==> config.mk <==
export PLATFORM = sky130hd
export DESIGN_NAME = vmu_delay
export DESIGN_NICKNAME = d
export VERILOG_FILES = /design/src/design/vmu_delay.sv
export SDC_FILE = /design/constraint.sdc
export NUM_CORES = 1
export LEC_CHECK = 0
export ABC_AREA = 0
export BUFFER_PORTS_ARGS = -buffer_cell sky130_fd_sc_hd__buf_2
export CORE_MARGIN = 4
export CORE_UTILIZATION = 40
export DETAILED_ROUTE_END_ITERATION = 6
export GPL_TIMING_DRIVEN = 0
export PLACE_DENSITY_LB_ADDON = 0.3
export SLEW_MARGIN = 30
export SYNTH_ARGS = -nofsm -noshare
export SYNTH_HDL_FRONTEND = slang
export SYNTH_SLANG_ARGS = --single-unit
==> constraint.sdc <==
create_clock -name i_clk -period 0.9 [get_ports i_clk]
set_input_delay 0.135 -clock i_clk [delete_from_list [all_inputs] [get_ports i_clk]]
set_output_delay 0.135 -clock i_clk [all_outputs]
set_load 0.02 [all_outputs]
==> src/design/vmu_delay.sv <==
// ============================================================================
// Vector math unit delay line
// Shift line with a valid bit per stage that keeps words in step with a unit.
// ============================================================================
module vmu_delay #(
    parameter int WIDTH = 8,
    parameter int DEPTH = 4
) (
    input  logic             i_clk,
    input  logic             i_rst_n,
    input  logic             i_en,
    input  logic             i_valid,
    input  logic [WIDTH-1:0] i_data,
    output logic             o_valid,
    output logic [WIDTH-1:0] o_data
);

    logic             r_vld  [DEPTH];
    logic [WIDTH-1:0] r_data [DEPTH];

    // Valid bits are cleared by reset.
    always_ff @(posedge i_clk) begin
        if (!i_rst_n) begin
            for (int k = 0; k < DEPTH; k++) begin
                r_vld[k] <= 1'b0;
            end
        end else if (i_en) begin
            r_vld[0] <= i_valid;
            for (int k = 1; k < DEPTH; k++) begin
                r_vld[k] <= r_vld[k-1];
            end
        end
    end

    // Payload shifts without reset.
    always_ff @(posedge i_clk) begin
        if (i_en) begin
            r_data[0] <= i_data;
            for (int k = 1; k < DEPTH; k++) begin
                r_data[k] <= r_data[k-1];
            end
        end
    end

    assign o_valid = r_vld[DEPTH-1];
    assign o_data  = r_data[DEPTH-1];

endmodule

After elaboration in Yosys (flattened, before gate mapping):

Memory sizes are Yosys's and may differ from the RTL's.
Index checks and enable logic that the tools add are counted.

* RAM bits: 36
* memories kept: 2
* register bits: 0
* output and inout port bits: 9
* logic and storage cells: 15
* input bits: 12

* muxes and demuxes: 9
* bitwise operators: 4

Memory list
* r_data: words 4, width 8, read ports 4, clocked after Yosys merged registers in 0, wr ports 4, RTL line 19 `logic [WIDTH-1:0] r_data [DEPTH];`
* r_vld: words 4, width 1, read ports 4, clocked after Yosys merged registers in 0, wr ports 4, RTL line 18 `logic r_vld [DEPTH];`

Operator list (number)
* 1-bit 2-to-1 mux: 9
* 1-bit bitwise OR: 4

Longest topological paths before layout:

* depth after elaboration: 4
* depth in mapped cells: 2
* mapped depth without buffers: 2

Worst setup path after synthesis:

Ideal clock, no wire load.

* path kind: register to register
* start: mem r_vld[2]
* end: mem r_vld[3], data pin
* setup slack: 0.190 ns
* data required time: 0.644 ns
* clock period less this slack: 0.710 ns
* library setup time: 0.256 ns
* cell stages (with the launch flop): 2
* path buffers: 0
* arrival time: 0.454 ns
* cell sequence: dfxtp_1 -> and3_2

RTL lines (RTL line)
* from (decl): 18

==> flow_summary.toml <==
[power]
switching_share_pct = 19.4
peakVddDrop_uv = 1240
pwr-share-seq_pct = 68.4
p_leak_nw = 0.528
p_clk_share_pct = 26.2
powerDensity_nw_per_um2 = 2040
power_mw = 2.88
comb_power_share_pct = 5.5
p_int_mw = 2.32
power_switching_mw = 0.559

[outcome]
outcome = "complete, but fails checks"
failed_checks = "negative setup slack"

[sta]
relSlewSlack_pct = 70.0
rsz0062_at_grt = "true"
finalSetupTns_ns = -0.692
fin_crit_ns = 0.985
finalCritPeriodShare_pct = 109
fmax_mhz = 1020
finalHoldViolCount = 0
worst_pin_slew_ns = 0.450
finalWorstSetupSlack_ns = -0.0852
skew_ns = 0.00308
final_max_slew_viol_count = 0
setup_violations = 9

[floorplan]
pin_count = 21
fp.dieW_um = 60.8
die_area_um2 = 3690
die_h_um = 60.8
coreArea_um2 = 2570
row_count = 18
initial_utilization_pct = 43.4

[place]
place_area_um2 = 1250
dp_cells = 94
numPortBuffers = 20
place_congestion = 0.626

[yosys]
yosysWarnings = 0
synth_nets = 56
yosysSeqAreaShare_pct = 94.4
ys_ff_latch = 36
syn_inst = 44
avgSynthCellArea_um2 = 25.3
synth_cell_types = 6
syn_area_um2 = 1110

[layout]
fin_nets = 91
num_antenna_cells = 0
syn_to_final_growth_pct = 27.0
final_cells = 110
fin_area_um2 = 1410
layout_commonest_cell = "edfxtp_1"
layout_common_cells = "edfxtp_1 (33), buf_2 (14), dlygate4sd3_1 (8), clkbuf_4 (5), buf_6 (5)"
utilization_pct = 55.1
final_layout_size_suffix_gt1_share_pct = 32.5

[worst_setup_path]
critPathCaptureType = "output port"
crit_path_cell_trace = "buf_6"
path_delay_family = "flip-flops"
worst_ep_required_time_ns = 0.76
rr_worst_depth = 1
path_buf_inv = 1
r2r-start = "r_vld[2]"
r2r_setup_slack_ns = 0.15
worstPathArrival_ns = 0.85
crit_slowest_cell = "edfxtp_1"
critical_path_class = "reg -> out"
critPathLaunchType = "register"
timing.rr.end = "r_vld[3]"
critPathMaxStageDelay_ns = 0.39
crit_fanout = 1

[route]
initialDrtViolationCount = 6
drc = 0
wl_per_cell_um = 11.5
drtAntennaViolNets = 0
via_count = 499
drt-vias-per-instance = 4.54
routed_wl_um = 1260
drt_pass1_iterations = 4

[clock_tree]
cts_root_buf = "clkbuf_4"
h-tree-depth = 2
postCtsSetupRepairBufs = 0
worstSkewPairLatency_ns = 0.31
cts.sinks = 36
cts_buffer_depth = 2
clkTransAtPathRegs_ns = 0.10
tritoncts = "yes"
numCtsBuffers = 5

[global_routing]
antenna_found_initial = 0
grt_use_met2_pct = 12.2
grt.overflow.total = 0
grt.busiest_layer = "met2"
use_met3_pct = 4.89
grt_usage_pct = 8.18
grt_max_degree = 38
use_met1_pct = 8.19
grt_first_pass_wirelength_um = 2000
first_global_vias = 472

[min_path]
hold_end = "r_vld[1]"
hold_depth = 2
hp-class = "in -> reg"
hold_start = "i_rst_n"

[run]
drv_cap = 0
## per-layer routing
layer | up-vias | wire [um]
li1 | 240 | -
met4 | 0 | 24
met5 | - | 0
met1 | 233 | 520
met2 | 23 | 570
met3 | 3 | 147
## synth_stat cells (all sizes together)
| master | n | area share (%) |
|---|---|---|
| edfxtp | 33 | 89 |
| dfxtp | 3 | 5.4 |
| mux2i | 3 | 2.7 |
| nor2b | 3 | 1.7 |
| and3 | 1 | 0.67 |
| nand2b | 1 | 0.56 |
## power groups by stage
| stage | combinational (mW) | clock, mW | sequential [mW] |
|---|---|---|---|
| final | 0.158 | 0.754 | 1.97 |
| after global routing | 0.172 | 0.876 | 1.98 |
| after CTS | 0.146 | 0.797 | 1.97 |
| after detailed placement | 0.119 | 0 | 2.01 |
| after global placement | 0.115 | 0 | 2.00 |
| after floorplan | 0.0123 | 0 | 2.03 |
## kinds of logic (layout without fill, tap and decap cells)
| logic type | Yosys count | count (layout) | share of synthesized area (%) |
|---|---|---|---|
| DFF | 36 | 36 | 94.4 |
| muxes | 3 | 3 | 2.70 |
| buffers and inverters | 0 | 36 | 0 |
| and+or+nand+nor | 5 | 5 | 2.92 |
## flip-flops by register name, summed over array words and instances, names as in the netlist
name	cells
r_data	32
r_vld	4
## metrics by stage
stage / setup WS [ns] / hold WS [ns]
3_3_place_gp: -0.320 / 0.312
3_5_place_dp: -0.352 / 0.313
5_1_grt: -0.161 / 0.0711
6_report: -0.0852 / 0.0759
2_1_floorplan: 0.190 / 0.234
4_1_cts: -0.118 / 0.0592
## area by class of cell
cell class                 instances  area, um2
clock buffer                       7       45.0
clock inverter                     1       3.75
fill                             204       1150
multi-input combinational          8       62.6
sequential                        36       1050
tap                               30       37.5
timing repair buffer              28        214
## worst max path at each step
stage                 startpoint        end  slack, ns  cells after the start
floorplan               r_vld[2]   r_vld[3]       0.19                      1
detailed placement          i_en   r_vld[3]      -0.35                      2
global placement            i_en   r_vld[3]      -0.32                      2
global route        r_data[3][0]  o_data[0]      -0.16                      1
finish              r_data[3][0]  o_data[0]      -0.09                      1
CTS                 r_data[3][5]  o_data[5]      -0.12                      1
## repair_timing
item                                    CTS  global route
endpoints found under the hold margin     8             0
gates resized for setup                   1            10
hold buffers                              8             0
endpoints found under the setup margin   10             9
No activity file was read; power rests on OpenSTA's default activity.
