`src/design/vmu_pkg.sv`:
```
// ============================================================================
// Vector math unit package
// Shared types, operation codes and saturation helpers for the vector unit.
// ============================================================================
package vmu_pkg;

    // Default number of fraction bits of the fixed-point format.
    localparam int FRACTION_BITS_DEF = 16;

    // Stages of one pipelined divider lane: one set-up stage and one per quotient bit.
    localparam int DIV_STAGES = 32;

    // Configuration register indexes.
    localparam logic CFG_USE_FOUR = 1'b0;
    localparam logic CFG_THRESHOLD = 1'b1;

    typedef logic signed [31:0] t_q;
    typedef t_q [3:0] t_vec;

    typedef enum logic [3:0] {
        OP_ZERO      = 4'd0,
        OP_FILL      = 4'd1,
        OP_NEGATE    = 4'd2,
        OP_ADD       = 4'd3,
        OP_SUB       = 4'd4,
        OP_SCALE     = 4'd5,
        OP_CROSS     = 4'd6,
        OP_DOT       = 4'd7,
        OP_NORMSQ    = 4'd8,
        OP_NORM      = 4'd9,
        OP_NORMALIZE = 4'd10,
        OP_PROJECT   = 4'd11,
        OP_PLANE     = 4'd12,
        OP_REFLECT   = 4'd13,
        OP_LERP      = 4'd14
    } t_op;

    // Everything a word carries alongside the square root and divider units.
    typedef struct packed {
        t_op         op;
        t_vec        a;
        t_vec        b;
        t_vec        rs;     // finished vector result of the simple operations
        t_q          so;     // scalar result
        t_q          dot;    // saturated dot product (or squared norm of a)
        logic [30:0] nsqb;   // saturated squared norm of b
        t_q          krefl;  // reflection factor, twice the dot product
        logic        zero;   // squared norm at or below the threshold
    } t_side;

    localparam int SIDE_W = $bits(t_side);

    // Saturate a wide signed value to the 32-bit range.
    function automatic t_q sat_q(input logic signed [63:0] x);
        if (x > 64'sd2147483647) begin
            return 32'sh7FFFFFFF;
        end
        if (x < -64'sd2147483648) begin
            return 32'sh80000000;
        end
        return x[31:0];
    endfunction

    // Apply sign and saturation to a divider lane result.
    function automatic t_q div_result(input logic ovf, input logic neg,
                                      input logic [30:0] mag);
        logic signed [31:0] m;
        m = $signed({1'b0, mag});
        if (ovf) begin
            return neg ? 32'sh80000000 : 32'sh7FFFFFFF;
        end
        return neg ? -m : m;
    endfunction

endpackage

```
`src/design/vmu_sqrt.sv`:
```
// ============================================================================
// Vector math unit square root
// Pipelined integer square root of nsq * 2^FRACTION_BITS, one root bit a stage.
// ============================================================================
module vmu_sqrt #(
    parameter int FRACTION_BITS = vmu_pkg::FRACTION_BITS_DEF
) (
    input  logic                                i_clk,
    input  logic                                i_en,
    input  logic [30:0]                         i_nsq,
    output logic [(31+FRACTION_BITS+1)/2-1:0]   o_root
);

    localparam int SW  = 31 + FRACTION_BITS;
    localparam int RW  = (SW + 1) / 2;
    localparam int VW  = 2 * RW;
    localparam int RMW = RW + 2;

    logic [VW-1:0]  r_v   [RW];
    logic [RMW-1:0] r_rem [RW];
    logic [RW-1:0]  r_res [RW];

    logic [VW-1:0]  s_v   [RW];
    logic [RMW-1:0] s_rem [RW];
    logic [RW-1:0]  s_res [RW];
    logic [RMW-1:0] t_rem [RW];
    logic [RMW-1:0] trial [RW];
    logic           ge    [RW];
    logic [VW-1:0]  n_v   [RW];
    logic [RMW-1:0] n_rem [RW];
    logic [RW-1:0]  n_res [RW];

    // Stage inputs: the radicand enters stage zero.
    always_comb begin
        s_v[0]   = VW'({i_nsq, {FRACTION_BITS{1'b0}}});
        s_rem[0] = '0;
        s_res[0] = '0;
        for (int k = 1; k < RW; k++) begin
            s_v[k]   = r_v[k-1];
            s_rem[k] = r_rem[k-1];
            s_res[k] = r_res[k-1];
        end
    end

    // Each stage brings down two radicand bits and decides one root bit.
    always_comb begin
        for (int k = 0; k < RW; k++) begin
            t_rem[k] = {s_rem[k][RMW-3:0], s_v[k][VW-1 -: 2]};
            trial[k] = {s_res[k], 2'b01};
            ge[k]    = (t_rem[k] >= trial[k]);
            n_rem[k] = ge[k] ? (t_rem[k] - trial[k]) : t_rem[k];
            n_res[k] = {s_res[k][RW-2:0], ge[k]};
            n_v[k]   = s_v[k] << 2;
        end
    end

    always_ff @(posedge i_clk) begin
        if (i_en) begin
            for (int k = 0; k < RW; k++) begin
                r_v[k]   <= n_v[k];
                r_rem[k] <= n_rem[k];
                r_res[k] <= n_res[k];
            end
        end
    end

    assign o_root = r_res[RW-1];

endmodule

```
`config.mk`:
```
export PLATFORM = sky130hd
export DESIGN_NAME = vmu_sqrt
export DESIGN_NICKNAME = d
export VERILOG_FILES = /design/src/design/vmu_pkg.sv /design/src/design/vmu_sqrt.sv
export SDC_FILE = /design/constraint.sdc
export NUM_CORES = 2
export LEC_CHECK = 0
export BUFFER_PORTS_ARGS = -buffer_cell sky130_fd_sc_hd__buf_2
export CAP_MARGIN = 20
export CORE_MARGIN = 4
export CORE_UTILIZATION = 45
export CTS_BUF_LIST = sky130_fd_sc_hd__clkbuf_8
export DETAILED_ROUTE_END_ITERATION = 6
export GPL_TIMING_DRIVEN = 0
export SETUP_SLACK_MARGIN = 0.5
export SKIP_LAST_GASP = 1
export SLEW_MARGIN = 20
export SYNTH_ARGS = -nofsm -noshare
export SYNTH_HDL_FRONTEND = slang
export SYNTH_SLANG_ARGS = --single-unit
export TNS_END_PERCENT = 5
```
`constraint.sdc`:
```
create_clock -name i_clk -period 3.5 [get_ports i_clk]
set_input_delay 0.7 -clock i_clk [delete_from_list [all_inputs] [get_ports i_clk]]
set_output_delay 0.7 -clock i_clk [all_outputs]
set_load 0.02 [all_outputs]
```
Yosys cells after proc, flatten, opt, wreduce, memory -nomap -nowiden
Memory sizes are Yosys's and may differ from the RTL's.
Cells that the tools add are included.

word-level totals
  register bits = 0
  memory bits (writable) = 2304
  bits of input ports = 33
  memories = 3

memory list
  memory  words  bits a word  read ports  clocked after Yosys merged registers in  write ports  RTL line        text
  r_v     24     46           23          0                                        24           vmu_sqrt.sv:19  logic [VW-1:0] r_v [RW];
  r_rem   24     26           23          0                                        24           vmu_sqrt.sv:20  logic [RMW-1:0] r_rem [RW];
  r_res   24     24           24          0                                        24           vmu_sqrt.sv:21  logic [RW-1:0] r_res [RW];

operators by class
  $add $sub $neg = 24
  $lt $le $gt $ge = 24
  muxes and demuxes = 26

operators with widths
  cell                                                                count
  26-bit 2-to-1 mux                                                   24
  26-bit greater-or-equal comparator                                  23
  26-bit subtractor                                                   23
  1-bit 2-to-1 mux                                                    2
  1-bit by 1-bit subtractor with 2-bit output, second input constant  1
  1-bit greater-or-equal comparator, second input constant            1

Depth between registers and ports, before layout
An unclocked memory read counts as a cell.

  depth in word-level cells = 3
  mapped depth = 14

Least setup slack after synthesis
Ideal clock, no wire load.

  path kind = register to register
  start = memory r_res[2][96] in the netlist's numbering
  end = memory r_rem[2][141] in the netlist's numbering, data pin
  arrival = 3.127 ns
  required time = 3.240 ns
  setup slack = 0.113 ns
  cell stages (with the launch flop) = 13
  path buffers = 1
  clock period less this slack = 3.387 ns
  cell sequence = edfxtp_1 > inv_1 > ha_1 > inv_1 > fa_1 > nor2b_1 > o31a_1 > o21ai_0 > a211oi_1 > o21ai_0 > a31oi_1 > clkbuf_1 > mux2_2

RTL lines
  what             RTL line
  start, declared  vmu_sqrt.sv:21
  end, declared    vmu_sqrt.sv:20

==> summary.txt <==
Outcome
  • Status: completed

Worst setup path
  • CP endpoint kind: register
  • Setup crit start kind: register
  • Worst reg2reg path depth: 8
  • CP required: 4.10 ns
  • Crit Path Max Fanout: 5
  • Arrival @ worst endpoint: 3.83 ns
  • CP Class: reg2reg
  • Reg2Reg Setup Slack: 0.27 ns

Clock network
  • CTS tree: yes
  • CTS sink count: 1048
  • Clock buffer depth: 3
  • H-tree depth: 4
  • Clock Latency Late Sink: 0.89 ns
  • Inserted Clock Buffers: 180
  • Clock root buffer: clkbuf_8
  • CTS clock-pin slew for the worst setup and hold paths: 0.06 ns

Global routing
  • Global-route wire length before repair: 165000 µm
  • Vias in the first global route: 32604
  • Initial antenna violation count: 2
  • Global route overflow: 0
  • Largest net degree at the start of global routing: 151
  • GRT Total Usage: 0.166

Synth
  • Unique cell type count in the Yosys netlist: 87
  • Seq/Total Area, Yosys: 0.600
  • Number of synthesized flops with an enable pin: 1048
  • Ys Warns: 0
  • Async set-reset flop share out of synthesis: 0
  • Main flop type after synthesis: edfxtp_1
  • Area of the mapped netlist: 0.0525 mm²
  • Flops & latches, synth: 1048
  • Syn Area/Cell: 12.3 µm²
  • Synth Instances: 4278
  • Post-synth net total: 4626

Finish
  • Non-Filler Instances: 6292
  • Fill cells: 10083
  • Area Growth Syn to Fin: 14.1%
  • Nets: 4968
  • Register area: 0.0315 mm²
  • Area of the multi-input gates: 0.0200 mm²
  • Layout cells sized above 1: 0.128
  • Post-Route Utilization: 0.516

Worst hold path
  • Worst hold-check path type: in2reg
  • Hold Path Stages: 1

Floorplanning
  • Total core area: 0.116 mm²
  • Height of the die: 350 µm
  • Starting Density: 0.452
  • Die Area: 0.122 mm²
  • Die width: 350 µm
  • IO Count: 57
  • # rows: 125

Timing
  • Clk_skew: 0.0404 ns
  • Fin Hold WS: 0.245 ns
  • Final setup fails: 0
  • Period minus WS final: 3.23 ns
  • Unrepaired setup endpoints after global routing: true
  • Final period util: 0.922
  • Hold Vio Cnt, Final: 0
  • Final Max Tran Viols: 0
  • Maximum clock rate: 0.310 GHz
  • Final WS setup: 0.273 ns
  • Worst-margin pin slew: 0.827 ns
  • Slew Limit Headroom: 0.449

Placement
  • Port bufs: 56
  • Placed cells: 5866
  • Place WS: -0.881 ns
  • Post-DP HPWL: 70700 µm
  • Global placer's final weighted congestion: 0.880

Power
  • Power after layout: 35.9 mW
  • Pwr/cell area: 599 mW/mm²
  • Leakage: 23.6 nW
  • Worst vdd ir: 374 µV

Route
  • Drt drc: 0
  • Vias per cell: 5.23
  • Vias post-DR: 32899
  • DR pass1 iterations: 5
  • Antenna-violating nets left: 0
  • Iteration-0 DRC Markers: 2065
  • Routed len/inst: 16.1 µm
  • DRT Wirelength: 101000 µm

Job
  • Maxcap violations: 0
-- synth_stat cells, drive strengths merged, types with 27 or more instances --
| cell | count | share of area |
|---|---|---|
| edfxtp | 1048 | 0.60 |
| inv | 375 | 0.027 |
| ha | 308 | 0.073 |
| nand2 | 279 | 0.020 |
| nor2 | 274 | 0.020 |
| a21oi | 270 | 0.026 |
| o21ai | 248 | 0.024 |
| xor2 | 215 | 0.036 |
| xnor2 | 174 | 0.029 |
| nor3 | 119 | 0.011 |
| a21o | 85 | 0.012 |
| mux2 | 74 | 0.016 |
| nand3 | 71 | 0.0068 |
| nand2b | 65 | 0.0078 |
| o21a | 63 | 0.0090 |
| clkbuf | 57 | 0.0041 |
| nor4 | 53 | 0.0066 |
| or3 | 47 | 0.0056 |
| nor2b | 40 | 0.0048 |
| a211oi | 32 | 0.0046 |
| nand4 | 27 | 0.0032 |
| or4 | 27 | 0.0040 |
-- report_power, final --
part,switching [mW],total (mW),internal [mW]
Clock,4.95,10.2,5.25
Sequential,1.04,17.2,16.1
Combinational,4.62,8.55,3.93
Total,10.6,35.9,25.3
-- path summary, 6_finish.rpt --
path | startpoint | endpoint
hold / removal | i_en | r_v[0][18]
setup / recovery | r_rem[1][12] | r_rem[1][46]
hold reg to reg | r_v[1][87] | r_v[1][135]
setup reg to reg | r_rem[1][12] | r_rem[1][46]
-- kinds of logic (layout without fill, tap and decap cells) --
logic type	count (synthesis)	count (layout)	synth area share
flip-flops	1048	1048	0.600
AO/OA/AOI/OAI	906	906	0.108
AND/OR/NAND/NOR	1091	1091	0.102
XOR/XNOR	389	389	0.0649
other	1	3	0.0000714
buffers and inverters	447	935	0.0324
adder cells (fa/ha/maj)	315	315	0.0761
multiplexers	81	81	0.0173
-- cell type report --
class	instances	share of cell area
Inverter	376	0.0236
Sequential cell	1048	0.525
Buffer	71	0.00773
Multi-Input combinational cell	2783	0.334
Clock buffer	183	0.0420
Timing Repair Buffer	160	0.0223
Clock inverter	145	0.0132
Antenna cell	2	0.0000835
Tap cell	1524	0.0318
-- what timing repair did --
action	4_1_cts	5_1_grt
gates cloned	2	1
gates resized for setup	120	101
hold endpoints to repair	31	0
pin swaps	25	23
hold buffers	31	0
buffers inserted	37	25
endpoints found under the setup margin	366	464
-- sequential cells by signal (all words and copies together) (netlist names) --
register,count
r_res,300
r_rem,508
r_v,240
-- through the flow --
stage               area [µm²]  setup TNS, ns
CTS                      59400              0
detailed placement       55000         -86.63
global placement         54700              -
finish                   59900              0
floorplan                52500              0
global route             59900              0
-- critical path, stage by stage (launching register included) --
cell,delay [ns]
edfxtp_1,0.39
or4_4,0.57
or4_4,0.44
or3_1,0.34
or3_1,0.44
a41oi_4,0.32
nand2b_4,0.23
nor4_1,0.06
xor2_1,0.15
-- cells in the final DEF (no fill, tap or decap), drive strengths merged, types with 174 or more instances in the layout --
master / instances
edfxtp: 1048
inv: 438
ha: 308
nand2: 279
nor2: 274
a21oi: 270
o21ai: 248
clkbuf: 238
xor2: 215
xnor2: 174
-- layer usage --
metal  wire length (µm)  up-vias  GRT usage
met3               4720      222     0.0359
met1              47300    15505      0.225
met5                  0        -          0
met2              46700      628      0.266
li1                   -    16544          -
met4               2750        0     0.0603
(Power assumes the default switching activity.)
